==> src/tbca_pkg.sv <==
// ----------------------------------------------------------------------------
// tbca_pkg
// Shared types, widths and codes of the tail buffer chunk allocator.
// ----------------------------------------------------------------------------
package tbca_pkg;

  // Size of the header store in bytes and payload alignment (power of two)
  localparam int unsigned STORE_BYTES = 4096;
  localparam int unsigned ALIGN_BYTES = 8;

  // One header word per 4-byte slot
  localparam int unsigned DEPTH = STORE_BYTES / 4;
  localparam int unsigned IDX_W = $clog2(DEPTH);
  // Byte offsets from 0 up to and including STORE_BYTES
  localparam int unsigned OFF_W = IDX_W + 3;
  // Chunk sizes and sums of an offset and a size
  localparam int unsigned SIZ_W = OFF_W + 1;
  localparam int unsigned HDR_W = SIZ_W;

  // Fixed field widths
  localparam int unsigned ADDR_W    = 32;
  localparam int unsigned NBYTES_W  = 32;
  localparam int unsigned BUF_W     = 13;
  localparam int unsigned CFG_IDX_W = 1;
  localparam int unsigned CFG_W     = 32;

  // Configuration register indexes
  localparam logic [CFG_IDX_W-1:0] CFG_BASE_ADDRESS = CFG_IDX_W'(0);
  localparam logic [CFG_IDX_W-1:0] CFG_BUFFER_BYTES = CFG_IDX_W'(1);

  // Reset values of the configuration registers
  localparam logic [ADDR_W-1:0] BASE_RESET = '0;
  localparam logic [BUF_W-1:0]  BUF_RESET  = BUF_W'(4096);

  // Used flag in bit 0 of a header word
  localparam logic [HDR_W-1:0] USED_FLAG = HDR_W'(1);

  typedef enum logic [1:0] {
    CMD_ALLOC   = 2'd0,
    CMD_FREE    = 2'd1,
    CMD_REALLOC = 2'd2
  } cmd_e;

  typedef enum logic [1:0] {
    ST_DONE      = 2'd0,
    ST_SYSTEM    = 2'd1,
    ST_MOVED     = 2'd2,
    ST_TO_SYSTEM = 2'd3
  } status_e;

  // Chunk size of a request: header plus aligned payload
  typedef struct packed {
    logic             too_big;  // cannot fit in any buffer
    logic [SIZ_W-1:0] bytes;    // valid when too_big is low
  } chunk_size_t;

  // Size field of a header word
  function automatic logic [HDR_W-1:0] hdr_size(logic [HDR_W-1:0] h);
    return h & ~USED_FLAG;
  endfunction

endpackage

==> src/tbca_chunk_size.sv <==
// ----------------------------------------------------------------------------
// tbca_chunk_size
// Turns a payload byte count into the chunk size it takes in the buffer.
// ----------------------------------------------------------------------------
module tbca_chunk_size (
  input  logic [tbca_pkg::NBYTES_W-1:0] nbytes_i,
  output tbca_pkg::chunk_size_t         size_o
);
  import tbca_pkg::*;

  localparam logic [SIZ_W-1:0] ALIGN_MASK = SIZ_W'(ALIGN_BYTES - 1);
  localparam logic [SIZ_W-1:0] WORD_MASK  = SIZ_W'(3);

  logic [SIZ_W-1:0] low;
  logic [SIZ_W-1:0] aligned;
  logic [SIZ_W-1:0] worded;

  // Counts at or above twice the store can never fit
  assign low = SIZ_W'(nbytes_i[OFF_W-1:0]);

  // Round up to the alignment, then to whole words, then add the header
  always_comb begin
    aligned = (low + ALIGN_MASK) & ~ALIGN_MASK;
    worded  = (aligned + WORD_MASK) & ~WORD_MASK;
    size_o.too_big = |nbytes_i[NBYTES_W-1:OFF_W];
    size_o.bytes   = worded + SIZ_W'(4);
  end

endmodule

==> config.mk <==
export PLATFORM = sky130hd
export DESIGN_NAME = tbca_chunk_size
export DESIGN_NICKNAME = d
export VERILOG_FILES = /design/src/tbca_pkg.sv /design/src/tbca_chunk_size.sv
export SDC_FILE = /design/constraint.sdc
export NUM_CORES = 1
export LEC_CHECK = 0
export ABC_AREA = 1
export BUFFER_PORTS_ARGS = -buffer_cell sky130_fd_sc_hd__clkbuf_2
export CORE_AREA = 5 5 42 44
export DETAILED_ROUTE_END_ITERATION = 6
export DIE_AREA = 0 0 47 49
export GPL_ROUTABILITY_DRIVEN = 0
export PLACE_DENSITY = 0.77
export SLEW_MARGIN = 25
export SYNTH_ARGS = -nofsm -noshare
export SYNTH_HDL_FRONTEND = slang
export SYNTH_SLANG_ARGS = --single-unit
==> constraint.sdc <==
create_clock -name vclk -period 1.03
set_input_delay 0.206 -clock vclk [all_inputs]
set_output_delay 0.206 -clock vclk [all_outputs]
set_load 0.02 [all_outputs]
=== After elaboration in Yosys (flattened, before gate mapping) ===
Index checks and enable logic that the tools add are counted.
W data, S select, Z words.

* Reductions and logical operators: 1
* $add $sub $neg: 3

{| class="wikitable"
|+ Operators by type and width
! operator !! count
|-
| $reduce_or A19 Y1 || 1
|-
| $add A13 B3 Y14 const B || 1
|-
| $add A14 B2 Y14 const B || 1
|-
| $add A14 B3 Y14 const B || 1
|}

* Flip-flop bits (word level): 0
* Logic and storage cells: 4
* Input port bits: 32

=== Depth between registers and ports, before layout ===
Gate-level depths: netlist of run 1.

* Depth after elaboration: 3
* Mapped depth: 8
* Mapped depth without buffers: 7

=== Worst setup path after synthesis of run 1 ===
No wires, ideal clock.

* Path type: input to output
* Start point: input nbytes_i[3] (netlist name)
* End point: output size_o[7] (netlist name)
* Buffers on the path: 1
* Setup slack: -0.112 ns
* Arrival time: 0.936 ns
* Stages on the path: 5
* Required time: 0.824 ns
* Cell sequence: buf_6 -> nand2_4 -> nor2_4 -> nand2_4 -> xnor2_1

{| class="wikitable"
|+ RTL lines
! element !! RTL line !! source
|-
| start: declaration || tbca_chunk_size.sv:6 || <nowiki>input logic [tbca_pkg::NBYTES_W-1:0] nbytes_i,</nowiki>
|-
| end: declaration || tbca_chunk_size.sv:7 || <nowiki>output tbca_pkg::chunk_size_t size_o</nowiki>
|}

==> results_dict.tcl, run 1 <==
set metrics [dict create \
    routed_via_density 4.70 \
    hold_ws_ns 0.711 \
    yosysWarnings 0 \
    grt_antenna_before_repair 0 \
    layout_common_cells "clkbuf_2 (24), nand2_1 (14), nor2_1 (10), buf_4 (10), inv_1 (8)" \
    drt_iter0_drc 5 \
    maxSlewViolCount 0 \
    ir_worst_vdd_mv 0.235 \
    cpPeakStageDelay_ns 0.16 \
    syn2layout_area_growth_pct 143 \
    regArea_um2 0 \
    grt_pass1_wl_um 2630 \
    dp_hpwl_um 1320 \
    final_area_um2 1080 \
    cap_violations 0 \
    firstDrtPassIters 4 \
    syn_area_um2 445 \
    drive_gt1_share_pct 64.4 \
    ys_seq_area_share_pct 0 \
    fin_crit_ns 1.23 \
    io_pins 47 \
    hold_class "input port to output pin" \
    die_x_um 47 \
    drtAntennaViolNets 0 \
    fin_ws_ns -0.199 \
    violations "negative setup slack" \
    netlist_instances 83 \
    crit_slowest_cell "buf_4" \
    fillers 96 \
    avgSynthCellArea_um2 5.37 \
    row_count 14 \
    status "finished, violations left" \
    port_buffers 44 \
    fin_nets 166 \
    layout_commonest_cell "clkbuf_2" \
    critical_path.max_fanout 5 \
    end_kind "output pin" \
    crit_required_ns 0.82 \
    power.leakage_nw 0.524 \
    vias 696 \
    ys_types 23 \
    seq_cell_count 0 \
    dieHeight_um 49 \
    wirelength_um 1890 \
    clkbuf_count 0 \
    dpl_cell_area_um2 742 \
    initial_core_util_pct 31.8 \
    num_antenna_cells 0 \
    cts-hold-fix-buffers 0 \
    coreArea_um2 1400 \
    rsz0062_at_grt "yes" \
    worstSetupPathType "input port to output pin" \
    overflow 0 \
    grt.total_usage_pct 14.4 \
    crit_arrival_ns 1.02 \
    setup_viol 12 \
    path_cells "buf_8 > nor2_4 > nand2_4 > buf_6 > a21oi_2 > nor2_1 > buf_4" \
    grt_pass1_vias 676 \
    power_density_nw_per_um2 393 \
    total_power_uw 425 \
    crit_path_start_kind "input port" \
    wl_per_cell_um 12.7 \
    timing.fmax_ghz 0.814 \
    finalHoldViolCount 0 \
    fin_tns_setup_ns -1.67 \
    fin_crit_sh_pct 119 \
    die_area_um2 2300 \
    grt_max_degree 6 \
    post-route-drc-count 0 \
]
-- per-stage QoR --
stage          std cells  utilization, %  worst slack, ns
2_1_floorplan         84               -          0.00353
3_3_place_gp         147            52.9           -0.189
3_5_place_dp         147            52.9           -0.244
4_1_cts              147            70.4           -0.189
5_1_grt              148            77.2           -0.242
6_report             148            77.2           -0.199
-- critical path, delay by kind of cell --
| kind | cells | cell delay, ns |
|---|---|---|
| compound gates | 1 | 0.13 |
| buf+inv | 3 | 0.39 |
| simple gates | 3 | 0.30 |
-- layer usage --
metal	global-route usage [%]	wire (µm)	vias to the layer above
met5	0	0	-
met4	0	0	0
met3	0.738	150	0
met2	29.9	1030	38
met1	15.5	708	309
li1	-	-	349
-- power by group --
group	switching [mW]	total, mW	internal (mW)	leakage, nW
logic	0.208	0.425	0.217	0.524
registers	0	0	0	0
clock network	0	0	0	0
total	0.208	0.425	0.217	0.524
-- final timing paths --
check	startpoint	to	slack, ns	cells past startpoint
max	nbytes_i[2]	size_o[4]	-0.20	7
min	nbytes_i[7]	size_o[7]	0.71	3
-- area by class of cell --
| cell class | count | area (µm²) | share of cell area [%] |
|---|---|---|---|
| multi-input cells | 70 | 539 | 49.8 |
| repair buffers | 52 | 480 | 44.4 |
| inverters | 10 | 42.5 | 3.93 |
| well taps | 16 | 20.0 | 1.85 |
-- logic make-up (layout without fill, tap and decap cells) --
| group | after synthesis | in the layout | synth area share [%] |
|---|---|---|---|
| xor+xnor | 3 | 3 | 5.90 |
| other cells | 2 | 3 | 1.69 |
| buf+inv | 14 | 62 | 16.3 |
| simple gates | 58 | 58 | 68.5 |
| compound gates | 6 | 6 | 7.58 |
-- Yosys cell counts, drive strengths merged (3+ instances only) --
cell type / count / area share [%]
inv: 9 / 7.6
a21oi: 3 / 4.2
buf: 4 / 7.6
nand3: 4 / 4.5
nor2: 18 / 21
o21ai: 3 / 3.4
nand3b: 3 / 5.1
nand2: 26 / 28
-- repair_timing --
item / in CTS / in global routing
endpoints found under the setup margin: 12 / 12
pin swaps: 19 / 12
endpoints found under the hold margin: 0 / 0
cloned: 0 / 0
resized for setup: 44 / 28
setup buffers: 0 / 1
(Power assumes the default switching activity.)
==> run 2: changes to the inputs <==
--- a/config.mk
+++ b/config.mk
@@ -7,11 +7,14 @@
 export LEC_CHECK = 0
 export ABC_AREA = 1
 export BUFFER_PORTS_ARGS = -buffer_cell sky130_fd_sc_hd__clkbuf_2
-export CORE_AREA = 5 5 42 44
+export CELL_PAD_IN_SITES_DETAIL_PLACEMENT = 1
+export CELL_PAD_IN_SITES_GLOBAL_PLACEMENT = 1
+export CORE_ASPECT_RATIO = 1.1
+export CORE_MARGIN = 5
+export CORE_UTILIZATION = 21
 export DETAILED_ROUTE_END_ITERATION = 6
-export DIE_AREA = 0 0 47 49
 export GPL_ROUTABILITY_DRIVEN = 0
-export PLACE_DENSITY = 0.77
+export PLACE_DENSITY_LB_ADDON = 0.1
 export SLEW_MARGIN = 25
 export SYNTH_ARGS = -nofsm -noshare
 export SYNTH_HDL_FRONTEND = slang
==> run 2 against run 1 <==
The run still ends with negative setup slack left. First-iteration DRC count decreased by 60%. Clock-buffer cell count unchanged. Via count increased by 2.0%. Hold slack improved by 0.039 ns. Core utilization decreased by 27 points. Sequential share of layout area unchanged. Power decreased by 9.4%. Design area decreased by 5.4%. Largest power group unchanged.
==> results_dict.tcl, run 2 (synthesis gave the netlist of run 1 again) <==
set metrics [dict create \
    status "finished, violations left" \
    violations "negative setup slack" \
    vias 710 \
    initial_core_util_pct 22.0 \
    syn2layout_area_growth_pct 130 \
    fin_util_pct 50.7 \
    maxSlewViolCount 0 \
    p_int_uw 195 \
    crit_path_start_kind "input port" \
    die_x_um 53.9 \
    routed_via_density 4.44 \
    share_clk_of_total_power_pct 0 \
    num_antenna_cells 0 \
    power_frac_comb_pct 100.0 \
    clkbuf_count 0 \
    grt_antenna_before_repair 0 \
    setup_viol 12 \
    crit_buf_inv 3 \
    p_switching_uw 190 \
    post-route-drc-count 0 \
    crit_slowest_cell "buf_4" \
    dpl_cell_area_um2 757 \
    layout_commonest_cell "clkbuf_2" \
    cap_violations 0 \
    min_delay_worst_endpoint "size_o[14]" \
    layout_common_cells "clkbuf_2 (25), nand2_1 (11), nor2_1 (11)" \
    wl_per_cell_um 11.8 \
    timing.fmax_ghz 0.817 \
    final_area_um2 1020 \
    dp_hpwl_um 1490 \
    wirelength_um 1890 \
    end_kind "output pin" \
    port_buffers 44 \
    drt_iter0_drc 2 \
    crit_arrival_ns 1.02 \
    dieHeight_um 58.3 \
    finalHoldViolCount 0 \
    fin_crit_sh_pct 119 \
    io_pins 47 \
    grt_max_degree 6 \
    crit_family "buffers and inverters" \
    coreArea_um2 2020 \
    grt_pass1_wl_um 3040 \
    grt_pass1_vias 776 \
    hold_start "nbytes_i[29]" \
    p_sw_share_pct 49.3 \
    hold_ws_ns 0.750 \
    ir_worst_vdd_mv 0.172 \
    critical_path.max_fanout 5 \
    seq_cell_count 0 \
    fin_ws_ns -0.194 \
    rsz0062_at_grt "yes" \
    overflow 0 \
    cts-hold-fix-buffers 0 \
    firstDrtPassIters 2 \
    power_density_nw_per_um2 376 \
    drtAntennaViolNets 0 \
    fin_nets 166 \
    die_area_um2 3140 \
    total_power_uw 385 \
    drive_gt1_share_pct 65.2 \
    crit_required_ns 0.82 \
    row_count 17 \
    seqPwrFrac_pct 0 \
    hold_class "input port to output pin" \
    power.leakage_nw 0.515 \
    path_cells "buf_8 > nor2_4 > nand2_4 > buf_6 > a21oi_2 > nor2_1 > buf_4" \
    regArea_um2 0 \
    worstSetupPathType "input port to output pin" \
    hold_depth 4 \
    grt.total_usage_pct 12.2 \
    fin_crit_ns 1.22 \
    cpPeakStageDelay_ns 0.16 \
]
[run 2: cell count changes in the layout (fill, tap and decap cells not counted), moves of 2 or more]
cell,previous run,this run
clkbuf_8,4,8
clkbuf_16,3,0
nand2_1,14,11
nand2_2,5,8
nand2_4,3,5
nand2_8,4,2
nor2_4,6,4
[run 2: worst min-delay path, cell delays in order]
cell and delay, ns:
clkbuf_2 0.08, nor3_2 0.03, nand3b_1 0.08, clkbuf_8 0.14
[run 2: power groups by stage]
| stage | Combinational [mW] | Clock, mW | Sequential (mW) |
|---|---|---|---|
| 3_5_place_dp | 0.283 | 0 | 0 |
| 2_1_floorplan | 0.158 | 0 | 0 |
| 3_3_place_gp | 0.278 | 0 | 0 |
| 4_1_cts | 0.348 | 0 | 0 |
| 6_report | 0.385 | 0 | 0 |
| 5_1_grt | 0.414 | 0 | 0 |
[run 2: repair_timing]
| action | in CTS | in global routing |
|---|---|---|
| resized for setup | 36 | 27 |
| endpoints found under the setup margin | 12 | 12 |
| buffers inserted | 0 | 1 |
| pin swaps | 11 | 13 |
[run 2: area by class of cell]
| cell class | instances | area [µm²] |
|---|---|---|
| fill | 275 | 997 |
| multi-input combinational | 70 | 494 |
| inverter | 10 | 42.5 |
| tap | 28 | 35.0 |
| timing repair buffer | 52 | 452 |
[run 2: metrics by stage]
| step | setup TNS (ns) | worst slack, ns | std cells |
|---|---|---|---|
| after floorplan | 0 | 0.00353 | 84 |
| after global placement | -1.94 | -0.211 | 159 |
| after detailed placement | -2.17 | -0.243 | 159 |
| after CTS | -1.86 | -0.194 | 159 |
| after global routing | -2.35 | -0.232 | 160 |
| final | -1.66 | -0.194 | 160 |
[run 2: how the worst max path moves through the flow]
stage,end,depth (start not counted),start
4_1_cts,size_o[5],6,nbytes_i[1]
3_3_place_gp,size_o[11],9,nbytes_i[2]
5_1_grt,size_o[11],8,nbytes_i[2]
2_1_floorplan,size_o[9],7,nbytes_i[3]
6_report,size_o[4],7,nbytes_i[2]
3_5_place_dp,size_o[11],9,nbytes_i[2]
[run 2: per-layer routing]
metal | wire length, µm | vias to the layer above | track usage [%]
met5 | 0 | - | 0
met4 | 0 | 0 | 0
met3 | 148 | 0 | 2.78
met2 | 1100 | 32 | 25.8
met1 | 647 | 329 | 11.9
li1 | - | 349 | -
